## config.mk

```make
export PLATFORM = sky130hd
export DESIGN_NAME = bra_alu
export DESIGN_NICKNAME = d
export VERILOG_FILES = /design/src/hw/rtl/bra_pkg.sv /design/src/hw/rtl/bra_alu.sv
export SDC_FILE = /design/constraint.sdc
export NUM_CORES = 1
export LEC_CHECK = 0
export BUFFER_PORTS_ARGS = -buffer_cell sky130_fd_sc_hd__buf_2
export CAP_MARGIN = 25
export CORE_UTILIZATION = 30
export DETAILED_ROUTE_END_ITERATION = 6
export SETUP_SLACK_MARGIN = 0.05
export SLEW_MARGIN = 25
export SYNTH_ARGS = -nofsm -noshare
export SYNTH_HDL_FRONTEND = slang
export SYNTH_SLANG_ARGS = --single-unit
```

## constraint.sdc

```tcl
create_clock -name vclk -period 3.1
set_input_delay 0.62 -clock vclk [all_inputs]
set_output_delay 0.62 -clock vclk [all_outputs]
set_load 0.02 [all_outputs]
```

## src/hw/rtl/bra_pkg.sv

```systemverilog
// ----------------------------------------------------------------------------
// bra_pkg
// Shared constants, codes and types for the deadlock-avoidance allocator.
// ----------------------------------------------------------------------------
`default_nettype none

package bra_pkg;

    localparam int CLIENTS_DEF    = 4;
    localparam int RTYPES_DEF     = 4;
    localparam int UNIT_BITS_DEF  = 8;

    localparam int MAX_RTYPES     = 4;
    localparam int KIND_W         = 2;
    localparam int IDX_W          = 2;
    localparam int AMT_W          = 8;
    localparam int STATUS_W       = 3;

    typedef enum logic [KIND_W-1:0] {
        KIND_REQUEST = 2'd0,
        KIND_RELEASE = 2'd1,
        KIND_CLAIM   = 2'd2,
        KIND_POOL    = 2'd3
    } kind_t;

    typedef enum logic [STATUS_W-1:0] {
        ST_GRANTED    = 3'd0,
        ST_OVER_CLAIM = 3'd1,
        ST_OVER_FREE  = 3'd2,
        ST_UNSAFE     = 3'd3,
        ST_RELEASED   = 3'd4,
        ST_CLAIM_SET  = 3'd5,
        ST_POOL_SET   = 3'd6,
        ST_REJECTED   = 3'd7
    } status_t;

    typedef struct packed {
        logic held_we;
        logic need_we;
    } store_wr_t;

endpackage

`default_nettype wire

```

## src/hw/rtl/bra_alu.sv

```systemverilog
// ----------------------------------------------------------------------------
// bra_alu
// Shared vector unit: per-type compare, saturating add and wrapping subtract.
// ----------------------------------------------------------------------------
`default_nettype none

module bra_alu
    import bra_pkg::*;
#(
    parameter int RESOURCE_TYPES = RTYPES_DEF,
    parameter int UNIT_BITS      = UNIT_BITS_DEF
) (
    input  logic [RESOURCE_TYPES-1:0][UNIT_BITS-1:0] cmp_x,
    input  logic [RESOURCE_TYPES-1:0][UNIT_BITS-1:0] cmp_y,
    input  logic [RESOURCE_TYPES-1:0][UNIT_BITS-1:0] add_x,
    input  logic [RESOURCE_TYPES-1:0][UNIT_BITS-1:0] add_y,
    output logic [RESOURCE_TYPES-1:0]                gt,
    output logic [RESOURCE_TYPES-1:0][UNIT_BITS-1:0] sum,
    output logic [RESOURCE_TYPES-1:0][UNIT_BITS-1:0] diff
);

    localparam logic [UNIT_BITS-1:0] UNIT_MAX = '1;

    for (genvar r = 0; r < RESOURCE_TYPES; r++) begin : g_lane
        logic [UNIT_BITS:0] raw;
        assign raw     = {1'b0, add_x[r]} + {1'b0, add_y[r]};
        assign sum[r]  = raw[UNIT_BITS] ? UNIT_MAX : raw[UNIT_BITS-1:0];
        assign diff[r] = add_y[r] - add_x[r];
        assign gt[r]   = cmp_x[r] > cmp_y[r];
    end

endmodule

`default_nettype wire

```

# Word-level counts from Yosys, hierarchy flattened
# Index checks and enable logic that the tools add are counted.
# classes
add_sub_neg	8
mul	0
n_div	0
magnitude_cmp	4
n_eq_ne	0
shift	0
mux	4
n_bitwise	0
n_reduce_logical	0
# op_table
op	count
adder 8 x 8 -> 9 bit	4
greater-than comparator 8 bit	4
two-way mux 8 bit	4
subtractor 8 bit	4
# totals
reg_bits	0
latchBits	0
mem_bits_rw	0
rom_bits	0
input_bits	128
out_inout_bits	68
elab_cells	16
n_memories	0

# Logic depth before layout (Yosys ltp)
# Gate-level depths: netlist (run 1).
# logic_depth
depth_word	2
mapped_depth	9

# Least setup slack after synthesis (run 1)
# Ideal clock, no wire load.
# synth_timing
path_type	input port to output port
from	input add_x[8] (netlist bit)
to	output sum[14] (netlist bit)
arrival_time_ns	2.234
required_time_ns	2.480
path_slack_ns	0.246
stages	7
path_cell_list	ha_1 -> fa_1 -> nor2b_4 -> o311ai_4 -> a21oi_1 -> nor2_1 -> mux2i_1
# synth_lines
item	line_no	source
start: declaration	bra_alu.sv:15	input logic [RESOURCE_TYPES-1:0][UNIT_BITS-1:0] add_x,
end: declaration	bra_alu.sv:18	output logic [RESOURCE_TYPES-1:0][UNIT_BITS-1:0] sum,

==> summary.md, run 1 <==
| Metric | Value |
|---|---|
| NetSw | ~0.67 mW |
| Sequential cells | 0 |
| Crit path launch type | primary input |
| Core area | approximately 12,000 um2 |
| Comb power frac | 100.0% |
| HP Start | add_x[16] |
| GRT overflow | 0 |
| Total routing usage reported by global routing | approximately 15% |
| First-pass GRT wire length | 16,800 um |
| Area of the multi-input gates | ~3300 um2 |
| Max_cap viols | 0 |
| Netlist Area Pre-Place | 3630 um2 |
| Routed Antenna Nets | 0 |
| Power, Total | 1.19 mW |
| Most frequent cell after synthesis | inv_1 |
| Synthesized instance count | 490 |
| Crit end category | primary output |
| Non-filler cells, final | around 840 |
| Crit path DAT | 2420 ps |
| Initial antenna violation count | 0 |
| Largest vdd supply drop | 0.117 mV |
| Final slew viol count | 0 |
| Int Pwr | between 0.5 and 0.6 mW |
| YS warnings | 0 |
| Pre-CTS WS | -80.3 ps |
| Failing checks | DRC |
| Syn avg cell area | between 7 and 8 um2 |
| PwrDens | 231 nW/um2 |
| Register Area | 0 um2 |
| Via Count | 4,045 |
| Io pins | 196 |
| Worst-path fanout max | 5 |
| Share of cells above drive strength 1 | slightly below 40% |
| Via density | 4.83 |
| Yosys cell types | 46 |
| Die width | 112 um |
| Largest net degree at the start of global routing | 9 |
| Routability cong. | 0.845 |
| Largest area contributor in the netlist | ha_1 |
| Port Buffers | 196 |
| Layout clock buffer count | 0 |
| Area contributors post-synth | ha_1 (32%), inv_1 (10%), a21oi_1 (4.8%), fa_1 (4.4%), xnor2_1 (4.3%) |
| Crit path launch | add_x[0] |
| Final Critical Period | 3040 ps |
| Pleak | 2.83 nW |
| Setup violation total in the final timing report | 0 |
| Sequential Power Share | 0% |
| Min-delay worst type | primary input to primary output |
| Period utilisation layout | a little under 100% |
| # rows | 39 |
| Routed length per placed instance | 12.4 um |
| Die ar. | 12,600 um2 |
| Diode count | 0 |
| Slew @ Worst Pin | approximately 380 ps |
| Synth-to-layout area growth | 42.1% |
| Pre-Repair DR Iteration Count | 7 |
| Sequential share of the synthesized area | 0% |
| CP Class | primary input to primary output |
| Net count after synthesis | 718 |
| Synth top area share | 31.7% |
| Clock power frac | 0% |
| Drt drc | 16 |
| Die H | approximately 110 um |
| Unrepaired setup endpoints after global routing | yes |
| Setup TNS | 0 ps |
| Outcome | finished with violations |
| Final design utilization | 44.5% |
| Number of fill cells | 1,173 |
| Post-synth top cells | inv_1 (100), ha_1 (92), nor2_1 (38) |
| Iter 0 DRT Violations | 116 |
| Setup ws final | 61.1 ps |
| Placed cells | 829 |
| Hold Fails Final Rpt | 0 |
| HPWL Detailed | 9080 um |
| Initial Util | ~31% |
| Switching part of the total | between 50% and 60% |
| Rel. slew slack | between 70% and 80% |
| Max Fclk | 329 MHz |
| Final WL | 10,400 um |
| Vias in the first global route | approximately 4,000 |
| Crit path required time | 2480 ps |
| Hold buffer count at CTS | 0 |
| Final net count | 925 |
## placed cells by master, fill, tap and decap left out, types with 7 or more instances in the layout
cell      synthesis  final
buf_2             3    174
inv_1           100    100
ha_1             92     84
nor2_1           38     38
buf_4             3     30
a21oi_1          35     29
xnor2_1          18     18
o21ai_0          18     17
nand3_1          14     14
nor2b_1          14     13
buf_6             4     13
nand2_1          13     12
nand2b_1         11     10
a21o_1            9      9
nor3_1            8      8
xor2_1            7      7
a221oi_2          4      7
nor3b_1           7      7
## worst max-delay path, cell delays in order
cell and delay [ps]:
buf_8 100, ha_4 160, fa_2 340, nor2b_4 140, o311ai_4 300, a221oi_2 120
o22ai_2 240, a21bo_1 260, buf_6 130
## metal layers
metal / vias to the layer above / share of wire [%] / GRT usage, %
met5: - / 0 / 0
met4: 0 / 1.0 / 1.33
met3: 10 / 7.4 / 2.05
met2: 125 / 52 / 31.5
met1: 1834 / 40 / 17.2
li1: 2076 / - / -
## final timing paths
check                       to  depth (start not counted)
worst min-delay path  diff[16]                          4
worst max-delay path    sum[4]                          9
## power by group through the flow
stage                     Clock (mW)  Combinational (mW)  Sequential (mW)
after floorplan                    0               0.732                0
after global placement             0                1.07                0
after detailed placement           0                1.09                0
after CTS                          0                1.14                0
after global routing               0                1.30                0
final                              0                1.19                0
## cell type report
| cell class | count | share of cell area, % |
|---|---|---|
| multi-input cells | 376 | 64.6 |
| repair buffers | 219 | 24.6 |
| inverters | 100 | 7.27 |
| well taps | 143 | 3.47 |
## per-stage QoR
stage               hold WS, ps  instance area [um2]
CTS                        1640                 4960
finish                     1640                 5160
detailed placement         1660                 4800
global route               1670                 5160
floorplan                  1450                 3630
global placement           1650                 4800
## logic make-up (layout without fill, tap and decap cells)
family / after synthesis / count (layout) / synth area share [%]
XOR/XNOR: 25 / 25 / 6.03
AND/OR/NAND/NOR: 128 / 128 / 19.0
AO/OA/AOI/OAI: 117 / 117 / 24.2
adder cells (fa/ha/maj): 100 / 100 / 36.1
multiplexers: 6 / 6 / 1.65
buffers and inverters: 114 / 319 / 13.0
## what timing repair did
item,CTS,global route
gates resized for setup,28,47
setup buffers,6,3
pin swaps,17,20
endpoints found under the setup margin,21,37
gates cloned,0,0
Note: power is estimated with default switching activity, not from simulation.
==> inputs of run 2 (changes only) <==
==> constraint.sdc (replaced) <==
create_clock -name vclk -period 3.7
set_input_delay 0.74 -clock vclk [all_inputs]
set_output_delay 0.74 -clock vclk [all_outputs]
set_load 0.02 [all_outputs]
==> run 2 against run 1 <==
Against the previous run:
- the flow still finishes with violations (DRC)
- sequential share of layout area did not move
- critical path depth did not move
- final area fell by 9.1%
- core utilization fell by 4.0 points
- setup slack improved by 210 ps
- non-clock buffer count fell by 23
- clock-buffer cell count did not move
- cell count fell by 2.7%
- sequential cell count did not move
- highest routed layer unchanged
==> summary.md, run 2 (synthesis gave the netlist of run 1 again) <==
| Metric | Value |
|---|---|
| PwrDens | 189 nW/um2 |
| Register Area | 0 um2 |
| Max_cap viols | 0 |
| Largest net degree at the start of global routing | 9 |
| Sequential Power Share | 0% |
| Sequential cells | 0 |
| Crit path launch type | primary input |
| Max Fclk | 292 MHz |
| Synth-to-layout area growth | 29.2% |
| Final Critical Period | 3430 ps |
| Int Pwr | 0.361 mW |
| Hold path endpoint | diff[8] |
| Rel. slew slack | ~70% |
| Unrepaired setup endpoints after global routing | no |
| Total routing usage reported by global routing | between 10% and 20% |
| Crit path required time | 2960 ps |
| Pleak | roughly 2.7 nW |
| Layout clock buffer count | 0 |
| Switching part of the total | 59.4% |
| Outcome | finished with violations |
| Routed length per placed instance | 12.0 um |
| Diode count | 0 |
| First-pass GRT wire length | 16,400 um |
| Io pins | 196 |
| Final slew viol count | 0 |
| Vias in the first global route | 3,888 |
| Commonest cells after routing, fill and taps aside | buf_2 (196), inv_1 (100), ha_1 (92) |
| Largest vdd supply drop | 0.103 mV |
| Setup TNS | 0 ps |
| GRT overflow | 0 |
| Pre-Repair DR Iteration Count | 7 |
| Via Count | 3,891 |
| Via density | approximately 4.8 |
| Failing checks | DRC |
| Commonest non-fill, non-tap cell in the layout | buf_2 |
| Routed Antenna Nets | 0 |
| Final WL | between 9000 and 10,000 um |
| Routability cong. | 0.828 |
| Worst-path fanout max | 6 |
| HPWL Detailed | 8910 um |
| Hold Fails Final Rpt | 0 |
| # rows | 39 |
| Clock power frac | 0% |
| Crit end category | primary output |
| Iter 0 DRT Violations | 130 |
| NetSw | 0.527 mW |
| Setup Fix Bufs, Post-CTS | 0 |
| Hold buffer count at CTS | 0 |
| Slew @ Worst Pin | 458 ps |
| Final design utilization | 40.4% |
| Comb power frac | 100.0% |
| Initial antenna violation count | 0 |
| Post-CTS Resized | 0 |
| Share of cells above drive strength 1 | 32.4% |
| HP Start | add_x[8] |
| Drt drc | 17 |
| Setup violation total in the final timing report | 0 |
| Port Buffers | 196 |
| Die width | 112 um |
| Min-delay worst type | primary input to primary output |
| Die ar. | 12,600 um2 |
| Final net count | 902 |
| Initial Util | a little under a third |
| CP Class | primary input to primary output |
| Hold depth | 4 |
| Period utilisation layout | between 90% and 100% |
| Crit path DAT | 2690 ps |
| Core area | 11,600 um2 |
| Die H | 112 um |
[run 2: cell types whose count changed in the layout (fill, tap and decap cells not counted), sizes merged]
| cell | previous run | this run |
|---|---|---|
| buf | 219 | 196 |
[run 2: worst max-delay path, cell delays in order]
cell and delay [ps]:
buf_2 110, ha_1 220, fa_1 390, nor2b_4 160
o311ai_4 280, a221oi_2 120, o22ai_2 280, a21bo_1 250
buf_2 150
[run 2: stage by stage]
step	hold WS [ps]	setup slack (ps)	instance area, um2	total power [mW]	std cells
2_1_floorplan	1690	606	3630	0.613	490
6_report	1890	271	4690	0.888	815
5_1_grt	1930	173	4690	0.981	815
3_5_place_dp	1900	291	4690	0.894	815
4_1_cts	1900	283	4690	0.899	815
3_3_place_gp	1890	328	4690	0.882	815
[run 2: per-layer routing]
| layer | global-route usage, % | routed length, um | vias to the layer above |
|---|---|---|---|
| met5 | 0 | 0 | - |
| met3 | 1.73 | 717 | 4 |
| met2 | 30.7 | 4960 | 119 |
| li1 | - | - | 2037 |
| met1 | 17.4 | 4040 | 1731 |
| met4 | 0.622 | 42 | 0 |
[run 2: worst max path at each step]
stage	from	end	slack, ps	cells past startpoint
2_1_floorplan	add_x[8]	sum[14]	610	7
3_3_place_gp	add_x[0]	sum[6]	330	9
3_5_place_dp	add_x[16]	sum[20]	290	9
4_1_cts	add_x[16]	sum[20]	280	9
5_1_grt	add_x[0]	sum[4]	170	9
6_report	add_x[8]	sum[12]	270	9
[run 2: cell type report]
cell class | count | area, um2
inverters | 100 | 375
well taps | 143 | 179
multi-input cells | 376 | 3160
fillers | 1232 | 6920
repair buffers | 196 | 981
[run 2: power by group through the flow]
stage / registers, mW / logic [mW] / clock network (mW)
after floorplan: 0 / 0.613 / 0
after global placement: 0 / 0.882 / 0
after detailed placement: 0 / 0.894 / 0
after CTS: 0 / 0.899 / 0
after global routing: 0 / 0.981 / 0
final: 0 / 0.888 / 0
