File: src/hw/rtl/bra_pkg.sv
// ----------------------------------------------------------------------------
// bra_pkg
// Shared constants, codes and types for the deadlock-avoidance allocator.
// ----------------------------------------------------------------------------
`default_nettype none

package bra_pkg;

    localparam int CLIENTS_DEF    = 4;
    localparam int RTYPES_DEF     = 4;
    localparam int UNIT_BITS_DEF  = 8;

    localparam int MAX_RTYPES     = 4;
    localparam int KIND_W         = 2;
    localparam int IDX_W          = 2;
    localparam int AMT_W          = 8;
    localparam int STATUS_W       = 3;

    typedef enum logic [KIND_W-1:0] {
        KIND_REQUEST = 2'd0,
        KIND_RELEASE = 2'd1,
        KIND_CLAIM   = 2'd2,
        KIND_POOL    = 2'd3
    } kind_t;

    typedef enum logic [STATUS_W-1:0] {
        ST_GRANTED    = 3'd0,
        ST_OVER_CLAIM = 3'd1,
        ST_OVER_FREE  = 3'd2,
        ST_UNSAFE     = 3'd3,
        ST_RELEASED   = 3'd4,
        ST_CLAIM_SET  = 3'd5,
        ST_POOL_SET   = 3'd6,
        ST_REJECTED   = 3'd7
    } status_t;

    typedef struct packed {
        logic held_we;
        logic need_we;
    } store_wr_t;

endpackage

`default_nettype wire

File: src/hw/rtl/bra_store.sv
// ----------------------------------------------------------------------------
// bra_store
// Per-client holdings and remaining need, one row port shared by all steps.
// ----------------------------------------------------------------------------
`default_nettype none

module bra_store
    import bra_pkg::*;
#(
    parameter int CLIENTS        = CLIENTS_DEF,
    parameter int RESOURCE_TYPES = RTYPES_DEF,
    parameter int UNIT_BITS      = UNIT_BITS_DEF
) (
    input  logic                                     clk,
    input  logic                                     rst_n,
    input  logic [$clog2(CLIENTS)-1:0]               addr,
    input  store_wr_t                                wr,
    input  logic [RESOURCE_TYPES-1:0][UNIT_BITS-1:0] held_wdata,
    input  logic [RESOURCE_TYPES-1:0][UNIT_BITS-1:0] need_wdata,
    output logic [RESOURCE_TYPES-1:0][UNIT_BITS-1:0] held_rdata,
    output logic [RESOURCE_TYPES-1:0][UNIT_BITS-1:0] need_rdata
);

    logic [RESOURCE_TYPES-1:0][UNIT_BITS-1:0] held_reg [CLIENTS];
    logic [RESOURCE_TYPES-1:0][UNIT_BITS-1:0] need_reg [CLIENTS];

    always_ff @(posedge clk or negedge rst_n)
    begin
        if (!rst_n)
        begin
            for (int c = 0; c < CLIENTS; c++)
            begin
                held_reg[c] <= '0;
                need_reg[c] <= '0;
            end
        end
        else
        begin
            if (wr.held_we)
            begin
                held_reg[addr] <= held_wdata;
            end
            if (wr.need_we)
            begin
                need_reg[addr] <= need_wdata;
            end
        end
    end

    assign held_rdata = held_reg[addr];
    assign need_rdata = need_reg[addr];

endmodule

`default_nettype wire

File: config.mk
export PLATFORM = sky130hd
export DESIGN_NAME = bra_store
export DESIGN_NICKNAME = d
export VERILOG_FILES = /design/src/hw/rtl/bra_pkg.sv /design/src/hw/rtl/bra_store.sv
export SDC_FILE = /design/constraint.sdc
export NUM_CORES = 1
export LEC_CHECK = 0
export ABC_AREA = 1
export BUFFER_PORTS_ARGS = -buffer_cell sky130_fd_sc_hd__buf_2
export CAP_MARGIN = 20
export CORE_MARGIN = 5
export CORE_UTILIZATION = 44
export DETAILED_ROUTE_END_ITERATION = 8
export HOLD_SLACK_MARGIN = 0.12
export PLACE_DENSITY = 0.66
export SLEW_MARGIN = 20
export SYNTH_ARGS = -nofsm -noshare
export SYNTH_HDL_FRONTEND = slang
export SYNTH_SLANG_ARGS = --single-unit
File: constraint.sdc
create_clock -name clk -period 1.64 [get_ports clk]
set_input_delay 0.328 -clock clk [delete_from_list [all_inputs] [get_ports clk]]
set_output_delay 0.328 -clock clk [all_outputs]
set_load 0.01 [all_outputs]
; After elaboration in Yosys (flattened, before gate mapping)
; Index checks and enable logic that the tools add are counted.
; W data, S select, Z words.
[classes]
order_cmp = 2
n_eq_ne = 0
bitwise = 1
n_reduce_logical = 1
n_addsub = 0
div_mod_pow = 0
n_shift = 0
muxes = 10
n_mul = 0
[op_table]
columns = cell, count
row1 = $bwmux W128, 2
row2 = $mux W32, 5
row3 = $bmux W32 S2, 2
row4 = $demux W32 S2, 1
row5 = $ge A3 B3 Y1 const B, 1
row6 = $lt A3 B1 Y1 const B, 1
row7 = $not A2 Y3, 1
row8 = $logic_and A1 B1 Y1, 1
[totals]
latch_bits = 0
word_cells = 46
reg_bits = 256
mem_count = 0
rom_bits = 0
mem_bits_rw = 0

; Logic depth before layout (Yosys ltp)
; Gate-level depths: netlist of run 1.
[depth]
ltp_word = 6
depth_mapped = 8

; Least setup slack after synthesis of run 1
; OpenSTA, ideal clock, no wires.
[synth_timing]
path_type = input to output
startpoint = in addr[0]
endpoint = out held_rdata[0] (netlist name)
setup_slack_ns = 0.227
n_path_buf = 3
path_stages = 8
arrival_time_ns = 1.085
required_ns = 1.312
path_cell_list = buf_6 -> inv_6 -> buf_6 -> buf_6 -> nand2_1 -> nand2_1 -> nand2_1 -> nand2_1
[synth_lines]
columns = item, line_no
row1 = "start, declared", bra_store.sv:16  ; input logic [$clog2(CLIENTS)-1:0] addr,
row2 = "end, declared", bra_store.sv:20  ; output logic [RESOURCE_TYPES-1:0][UNIT_BITS-1:0] held_rdata,

==> qor.yml, run 1 <==
status: "finished with violations"
violations: "setup timing"
critical_path_class: "register to primary output"
drt-initial-drc-count: 1013
synth_top_area_share_pct: 50.67
start_util_pct: 44.29
r2r_end: "need_reg[37]$_DFFE_PN0P_"
drv_cap: 0
cts_buffers: 29
finalCritPeriodShare_pct: 100.8
setup_viol: 3
grt_pass1_vias: 11590
drive_gt1_share_pct: 16.88
worst-path-max-fanout: 2
netlist_area_sq_um: 12640
critical_path_arrival_ps: 1330
hp-class: "primary input to register"
tightest_slew_ps: 498.0
min_to: "need_reg[101]$_DFFE_PN0P_"
grt_pass1_wl_um: 60240
antennaDiodeCount: 0
ys_types: 18
r2r_cells: 4
portBuffers: 133
final_cells: 2374
yosysWarnings: 0
synthTopCellsByArea: "dfrtp_1 51%, nand2_1 30%, nand3_1 7.7%"
startpoint_type: "register"
die_h_um: 179.5
final_util_pct: 57.10
ant_nets: 0
hold_violations: 0
crit_required_ps: 1310
vias: 11780
setup_ws_ps: -13.60
grt_usage_pct: 21.97
nets: 2041
wl_per_cell_um: 15.25
gp_congestion: 0.7889
row_count: 62
yosys.area.top_type: "dfrtp_1"
die_x_um: 179.5
slew_violations: 0
drt-total-wl_um: 36190
hold_start: "wr[0]"
core_area_sq_um: 28550
cts.sinks: 256
clkLatencyLatePin_ps: 550
irDropWorstVdd_mv: 0.8382
design.die.area_sq_um: 32230
place_area_sq_um: 14000
cts_tree: "yes"
syn_nets: 1798
grt_setup_unrepaired: "true"
layout.cell_area.non_filler_sq_um: 16300
crit_path_cell_trace: "nand2_1, nand2_1, nand2_1, nand2_1, buf_2"
vias_per_cell: 4.963
fin_crit_ps: 1654
hold_depth: 3
grt_max_degree: 86
clock_skew_ps: 0
drc: 0
dpl.cell_count: 2190
antenna_found_initial: 1
area_delta_synth_final_pct: 28.92
p_leak_nw: 9.238
worstReg2RegStart: "need_reg[37]$_DFFE_PN0P_"
ys_seq_area_share_pct: 50.67
syn_inst: 1728
cpPeakStageDelay_ps: 380
powerDensity_nw_per_um2: 1124
ios: 134
gr-total-overflow: 0
cts-root-buf: "clkbuf_16"
r2r_slack_ps: 790
clkTransAtPathRegs_ps: 60
ys_ff_latch: 256
cts_buffer_depth: 3
htreeDepth: 1
relSlewSlack_pct: 66.80
fmax_mhz: 604.7
crit_path_frequent_cell: "nand2_1"
holdWs_ps: 198.7
first_pass_iters: 5
hpwlAfterDp_um: 21540
slowest_stage: "dfrtp_1"
timing.critical_path.to_type: "primary output"
dpl_worst_slack_ps: 20.44
avgSynthCellArea_sq_um: 7.317
metal layers:
metal	wire length, um	share of wire (%)	vias up	GRT usage, %
met1	16040	44	5528	29.94
met2	17370	48	372	37.32
met5	12	0.033	-	0
met3	2001	5.5	70	3.173
li1	-	-	5809	-
met4	773	2.1	2	5.303
cells in the mapped netlist (all sizes together):
cell	count
nand2	1026
dfrtp	256
nand3	198
buf	99
inv	66
o21ai	64
clkbuf	16
nor2	3
final cells by class:
cell class | count | area (sq um)
fillers | 2640 | 12250
flip-flops and latches | 256 | 6406
multi-input cells | 1291 | 5301
repair buffers | 327 | 2888
clock buffers | 39 | 803.3
well taps | 384 | 480.5
inverters | 66 | 255.2
clock inverters | 11 | 165.2
what timing repair did:
action                                 in CTS  in global routing
pin swaps                                  70                 88
hold buffers                               65                  0
setup endpoints to repair                  34                 64
resized for setup                          20                 19
buffers inserted                           14                 55
endpoints found under the hold margin     402                  0
where the power goes:
group          internal [mW]  switching, mW  total (mW)
registers               7.32          0.540        7.86
clock network           4.04           2.62        6.66
logic                   1.73           2.07        3.80
total                   13.1           5.23        18.3
how the worst max path moves through the flow:
stage                                 to                       from  slack (ps)
final                      held_rdata[0]    held_reg[0]$_DFFE_PN0P_         -10
after global routing      need_rdata[14]   need_reg[46]$_DFFE_PN0P_         -90
after CTS                 need_rdata[21]  need_reg[117]$_DFFE_PN0P_         -30
after detailed placement   held_rdata[0]                    addr[0]          20
after global placement     need_rdata[1]                    addr[0]          20
after floorplan            held_rdata[0]                    addr[0]         230
cells in the final DEF (no fill, tap or decap):
master / count
clkbuf_1: 6
clkbuf_8: 4
nand3_2: 2
dfrtp_1: 256
buf_4: 93
clkbuf_16: 29
buf_2: 112
clkinv_2: 5
o21ai_1: 4
inv_6: 2
nor2_4: 1
buf_6: 18
inv_8: 1
dlygate4sd3_1: 65
nand3_4: 2
nand2_2: 21
inv_1: 64
inv_4: 1
bufinv_16: 4
buf_12: 38
nor2_8: 2
nand2_1: 1005
o21ai_0: 60
nand3_1: 194
buf_8: 1
kinds of logic after synthesis:
logic type	count (synthesis)	share of synthesized area, %
and+or+nand+nor	1227	38.98
DFF	256	50.67
buffers and inverters	181	7.818
AOI/OAI and AO/OA	64	2.533
metrics by stage:
step / TNS, ps / total power [mW]
global route: -2972 / 19.33
floorplan: 0 / 9.862
finish: -26.09 / 18.33
detailed placement: 0 / 11.12
global placement: 0 / 11.03
CTS: -345.3 / 18.10
critical path: cells and delay by family (launching register included):
family / cells / cell delay (ps)
flops: 1 / 380
simple gates: 4 / 250
buf+inv: 1 / 150
Note: power is estimated with default switching activity, not from simulation.
==> run 2, diff against run 1 <==
--- a/config.mk
+++ b/config.mk
@@ -9,10 +9,10 @@
 export BUFFER_PORTS_ARGS = -buffer_cell sky130_fd_sc_hd__buf_2
 export CAP_MARGIN = 20
 export CORE_MARGIN = 5
-export CORE_UTILIZATION = 44
+export CORE_UTILIZATION = 30
 export DETAILED_ROUTE_END_ITERATION = 8
 export HOLD_SLACK_MARGIN = 0.12
-export PLACE_DENSITY = 0.66
+export PLACE_DENSITY = 0.49
 export SLEW_MARGIN = 20
 export SYNTH_ARGS = -nofsm -noshare
 export SYNTH_HDL_FRONTEND = slang
==> run 2 against run 1 <==
  * The run still ends with setup timing left
  * Worst hold slack gained 22 ps
  * Combinational power increased by 3%
  * Via count fell by 1.7%
  * Die area up 44%
  * Critical path type unchanged
  * Clock skew unchanged
==> qor.yml, run 2 (synthesis results as in run 1) <==
status: "finished with violations"
violations: "setup timing"
critical_path_arrival_ps: 1330  # about the same
fmax_mhz: 602.8  # -0.32%
final_cell_mix: "999 x nand2_1, 256 x dfrtp_1, 194 x nand3_1"
htreeDepth: 1  # unchanged
fill_cells: 4358  # +65%
start_util_pct: 30.21  # -14 points
wl_per_cell_um: 15.77  # +3.5%
hp-class: "primary input to asynchronous set/reset pin"
drt-initial-drc-count: 885  # -13%
p_comb_share_pct: 20.6  # about the same
final_util_pct: 39.76  # -17 points
cts-root-buf: "clkbuf_16"
final_common_cell: "nand2_1"
p_seq_share_pct: 41.5  # -1.4 points
p_switching_mw: 5.349  # +2.3%
drv_cap: 0  # unchanged
clock_skew_ps: 0  # unchanged
setup_viol: 18  # +15
vias_per_cell: 4.561  # -8.1%
first_pass_iters: 5  # unchanged
cts_buffer_depth: 3  # unchanged
vias: 11590  # -1.7%
core_area_sq_um: 41850  # +47%
hold_violations: 0  # unchanged
area_delta_synth_final_pct: 31.62
ant_nets: 0  # unchanged
design.die.area_sq_um: 46350  # +44%
drive_gt1_share_pct: 17.55  # +0.67 points
critical_path_class: "register to primary output"
setup_ws_ps: -18.88  # -5.279 ps
grt_pass1_wl_um: 65170  # +8.2%
grt_pass1_vias: 11500  # -0.76%
drt-total-wl_um: 40060  # +11%
fin_crit_ps: 1659  # +5.279 ps
finalCritPeriodShare_pct: 101.2  # +0.32 points
cts_buffers: 31  # +6.9%
tightest_slew_ps: 476.9  # -21.07 ps
startpoint: "held_reg[14]$_DFFE_PN0P_"
irDropWorstVdd_mv: 0.7506  # -10%
worstReg2RegStart: "held_reg[8]$_DFFE_PN0P_"
row_count: 75  # +21%
slew_violations: 0  # unchanged
cts.sinks: 256  # unchanged
power.total_mw: 18.90  # +3.1%
grt_max_degree: 97  # +13%
die_x_um: 215.3  # +20%
nets: 2050  # +0.44%
timing.critical_path.to_type: "primary output"
gp_congestion: 0.7647  # -3.1%
dpl_worst_slack_ps: -13.34  # -33.78 ps
clkLatencyLatePin_ps: 560  # about the same
p_leak_nw: 9.300  # +0.68%
holdWs_ps: 220.8  # +22.11 ps
antenna_found_initial: 1  # unchanged
hpwlAfterDp_um: 23280  # +8.1%
grt_setup_unrepaired: "true"
swShare_pct: 28.31  # -0.21 points
fin_setup_tns_ps: -136.4  # -110.3 ps
powerDensity_nw_per_um2: 1136  # +0.99%
crit_required_ps: 1310  # about the same
worst-path-max-fanout: 2  # unchanged
clkTransAtPathRegs_ps: 60  # about the same
grt_usage_pct: 17.08  # -4.9 points
relSlewSlack_pct: 68.21  # +1.4 points
portBuffers: 133  # unchanged
p_int_mw: 13.55  # +3.4%
clock_power_share_pct: 37.9  # +1.6 points
gr-total-overflow: 0  # unchanged
startpoint_type: "register"
ios: 134  # unchanged
cts_tree: "yes"
drc: 0  # unchanged
die_h_um: 215.3  # +20%
## run 2: cell types whose count changed in the layout (fill, tap and decap cells not counted), sizes merged
| cell | change |
|---|---|
| buf | +7 |
| bufinv | +1 |
| clkbuf | +4 |
| diode | +1 |
| inv | -2 |
## run 2: power by group through the flow
stage	combinational [mW]	sequential, mW	clock, mW
2_1_floorplan	2.04	7.82	0
3_3_place_gp	3.19	7.93	0
3_5_place_dp	3.23	7.95	0
4_1_cts	3.69	7.84	7.37
5_1_grt	4.45	7.96	7.63
6_report	3.90	7.85	7.15
## run 2: worst paths after layout
| path | slack (ps) | end | cells past startpoint |
|---|---|---|---|
| setup / recovery | -20 | held_rdata[14] | 5 |
| hold / removal | 220 | held_reg[24]$_DFFE_PN0P_ | 2 |
| setup reg to reg | 780 | held_reg[8]$_DFFE_PN0P_ | 4 |
| hold reg to reg | 470 | need_reg[119]$_DFFE_PN0P_ | 2 |
| max in group asynchronous | 710 | need_reg[45]$_DFFE_PN0P_ | 3 |
| min in group clk | 340 | held_reg[15]$_DFFE_PN0P_ | 3 |
## run 2: worst max-delay path, stage by stage, from the launching register on
cell and delay [ps]:
dfrtp_1 390, nand2_1 70, nand2_1 50, nand2_1 70
nand2_2 70, buf_6 120
## run 2: routing by layer
layer	wire length, um	part of all wire, %	up-vias	global-route usage (%)
met2	18800	47	252	28.52
met1	18680	47	5463	23.85
li1	-	-	5822	-
met3	1822	4.5	49	2.491
met4	750	1.9	0	3.392
met5	0	0	-	0
## run 2: stage by stage
| stage | instances | instance area [sq um] |
|---|---|---|
| after global routing | 2540 | 16640 |
| after global placement | 2347 | 14160 |
| final | 2540 | 16640 |
| after CTS | 2494 | 16270 |
| after floorplan | 1728 | 12640 |
| after detailed placement | 2347 | 14160 |
## run 2: layout make-up
class,instances,area (sq um),share of cell area [%]
multi-input cells,1291,5316,31.95
diodes,1,2.502,0.01504
well taps,539,674.4,4.053
clock inverters,10,175.2,1.053
flip-flops and latches,256,6406,38.50
clock buffers,43,870.8,5.233
inverters,66,255.2,1.534
repair buffers,334,2940,17.67
## run 2: timing repair
action / CTS / global route
gates cloned: 0 / 0
resized for setup: 48 / 8
pin swaps: 118 / 83
buffers inserted: 29 / 45
setup endpoints to repair: 62 / 64
hold buffers: 65 / 0
endpoints found under the hold margin: 512 / 0
==> run 3, diff against run 2 <==
--- a/config.mk
+++ b/config.mk
@@ -13,6 +13,7 @@
 export DETAILED_ROUTE_END_ITERATION = 8
 export HOLD_SLACK_MARGIN = 0.12
 export PLACE_DENSITY = 0.49
+export SETUP_SLACK_MARGIN = 0.2
 export SLEW_MARGIN = 20
 export SYNTH_ARGS = -nofsm -noshare
 export SYNTH_HDL_FRONTEND = slang
==> run 3 against run 2 <==
  * The run still ends with setup timing left
  * Clock power hardly changed
  * Setup slack hardly changed
  * Die area stayed put
  * Clock-buffer cell count stayed put
  * Wire length hardly changed
  * Clock skew stayed put
  * Non-clock buffer count stayed put
  * Register-to-register slack worse by 20 ps
  * First-iteration DRC count is 8.8% lower
  * Sequential power hardly changed
  * Highest routed layer unchanged
==> qor.yml, run 3 (synthesis results as in run 1) <==
wl_per_cell_um: 15.76  # about the same
finalCritPeriodShare_pct: 101.1  # about the same
drc: 0  # unchanged
grt_pass1_vias: 11520  # +0.13%
setup_viol: 13  # -5
vias_per_cell: 4.571  # +0.22%
area_delta_synth_final_pct: 31.62  # unchanged
clkLatencyLatePin_ps: 560  # about the same
irDropWorstVdd_mv: 0.7498  # -0.11%
holdWs_ps: 217.7  # -3.127 ps
first_pass_iters: 7  # +2
final_common_cell: "nand2_1"
status: "finished with violations"
vias: 11610  # +0.22%
portBuffers: 133  # unchanged
core_area_sq_um: 41850  # unchanged
hold_violations: 0  # unchanged
fill_cells: 4359  # +0.023%
slowest_stage: "dfrtp_1"
critical_path_class: "register to primary output"
clock_power_share_pct: 37.8  # about the same
worst-path-max-fanout: 2  # unchanged
crit_required_ps: 1310  # about the same
final_cell_mix: "999 x nand2_1, 256 x dfrtp_1, 194 x nand3_1"
ant_nets: 0  # unchanged
design.die.area_sq_um: 46350  # unchanged
startpoint_type: "register"
gp_congestion: 0.7647  # unchanged
grt_usage_pct: 17.08  # about the same
cts.sinks: 256  # unchanged
nets: 2050  # unchanged
start_util_pct: 30.21  # unchanged
crit_path_cell_trace: "nand2_1, nand2_1, nand2_1, nand2_2, buf_6"
powerDensity_nw_per_um2: 1135  # about the same
clkTransAtPathRegs_ps: 60  # about the same
tightest_slew_ps: 477.7  # +0.8196 ps
p_int_mw: 13.55  # about the same
drv_cap: 0  # unchanged
violations: "setup timing"
timing.critical_path.to_type: "primary output"
cts_tree: "yes"
drt-initial-drc-count: 807  # -8.8%
cts_buffer_depth: 3  # unchanged
r2r_slack_ps: 760  # -20 ps
cpPeakStageDelay_ps: 380  # about the same
drive_gt1_share_pct: 17.55  # unchanged
slew_violations: 0  # unchanged
row_count: 75  # unchanged
die_h_um: 215.3  # unchanged
cp_num_buf_inv: 1  # unchanged
p_comb_share_pct: 20.6  # about the same
fmax_mhz: 602.9  # about the same
grt_setup_unrepaired: "true"
p_seq_share_pct: 41.5  # about the same
hpwlAfterDp_um: 23280  # unchanged
ios: 134  # unchanged
htreeDepth: 1  # unchanged
cts-root-buf: "clkbuf_16"
drt-total-wl_um: 40040  # about the same
setup_ws_ps: -18.62  # +0.2675 ps
grt_max_degree: 97  # unchanged
clock_skew_ps: 0  # unchanged
p_switching_mw: 5.346  # about the same
antenna_found_initial: 1  # unchanged
fin_setup_tns_ps: -122.7  # +13.70 ps
swShare_pct: 28.29  # about the same
fin_crit_ps: 1659  # -0.2675 ps
critical_path_arrival_ps: 1330  # about the same
p_leak_nw: 9.300  # about the same
gr-total-overflow: 0  # unchanged
die_x_um: 215.3  # unchanged
relSlewSlack_pct: 68.15  # about the same
path_delay_family: "flip-flops"
hp-class: "primary input to asynchronous set/reset pin"
crit_path_frequent_cell: "nand2_1"
grt_pass1_wl_um: 65160  # about the same
cts_buffers: 31  # unchanged
## run 3: cell counts in the layout (fill, tap and decap cells not counted)
No cell type changed its count.
## run 3: power groups by stage
stage	registers [mW]	clock network, mW	logic (mW)
global route	7.96	7.63	4.45
floorplan	7.82	0	2.04
global placement	7.93	0	3.19
finish	7.85	7.15	3.90
detailed placement	7.95	0	3.23
CTS	7.84	7.37	3.69
## run 3: cell type report
type	instances	area, sq um	share of cell area, %
Sequential cell	256	6406	38.50
Multi-Input combinational cell	1291	5316	31.95
Timing Repair Buffer	334	2940	17.67
Clock buffer	43	870.8	5.233
Tap cell	539	674.4	4.053
Inverter	66	255.2	1.534
Clock inverter	10	175.2	1.053
Antenna cell	1	2.502	0.01504
## run 3: worst paths after layout
path / start / end / cells after the start
max: held_reg[14]$_DFFE_PN0P_ / held_rdata[14] / 5
min reg2reg: need_reg[112]$_DFFE_PN0P_ / need_reg[112]$_DFFE_PN0P_ / 2
max reg2reg: held_reg[17]$_DFFE_PN0P_ / held_reg[17]$_DFFE_PN0P_ / 4
min in group clk: wr[1] / held_reg[15]$_DFFE_PN0P_ / 3
max in group asynchronous: rst_n / need_reg[45]$_DFFE_PN0P_ / 3
min: rst_n / held_reg[56]$_DFFE_PN0P_ / 2
## run 3: through the flow
| stage | cells | total power, mW | util (%) | area [sq um] | worst slack, ps |
|---|---|---|---|---|---|
| final | 2540 | 18.89 | 39.76 | 16640 | -18.62 |
| after CTS | 2495 | 18.90 | 38.90 | 16280 | -77.62 |
| after detailed placement | 2347 | 11.17 | 33.82 | 14160 | -13.34 |
| after global placement | 2347 | 11.12 | 33.82 | 14160 | -17.98 |
| after global routing | 2540 | 20.04 | 39.76 | 16640 | -116.8 |
| after floorplan | 1728 | 9.862 | - | 12640 | 226.6 |
## run 3: worst reg2reg max path, cell delays in order (launching register included)
cell and delay (ps):
dfrtp_1 370, buf_4 130, buf_4 120, nand2_1 50, o21ai_0 80
## run 3: routing by layer
layer  track usage, %  up-vias  share of wire (%)
li1                 -     5821                  -
met5                0        -                  0
met1            23.80     5465                 47
met2            28.55      270                 47
met3            2.491       55                4.6
met4            3.456        0                2.0
## run 3: timing repair
item / in CTS / in global routing
resized for setup: 48 / 8
setup endpoints to repair: 64 / 64
pin swaps: 130 / 75
hold buffers: 65 / 0
setup buffers: 30 / 44
hold endpoints to repair: 512 / 0
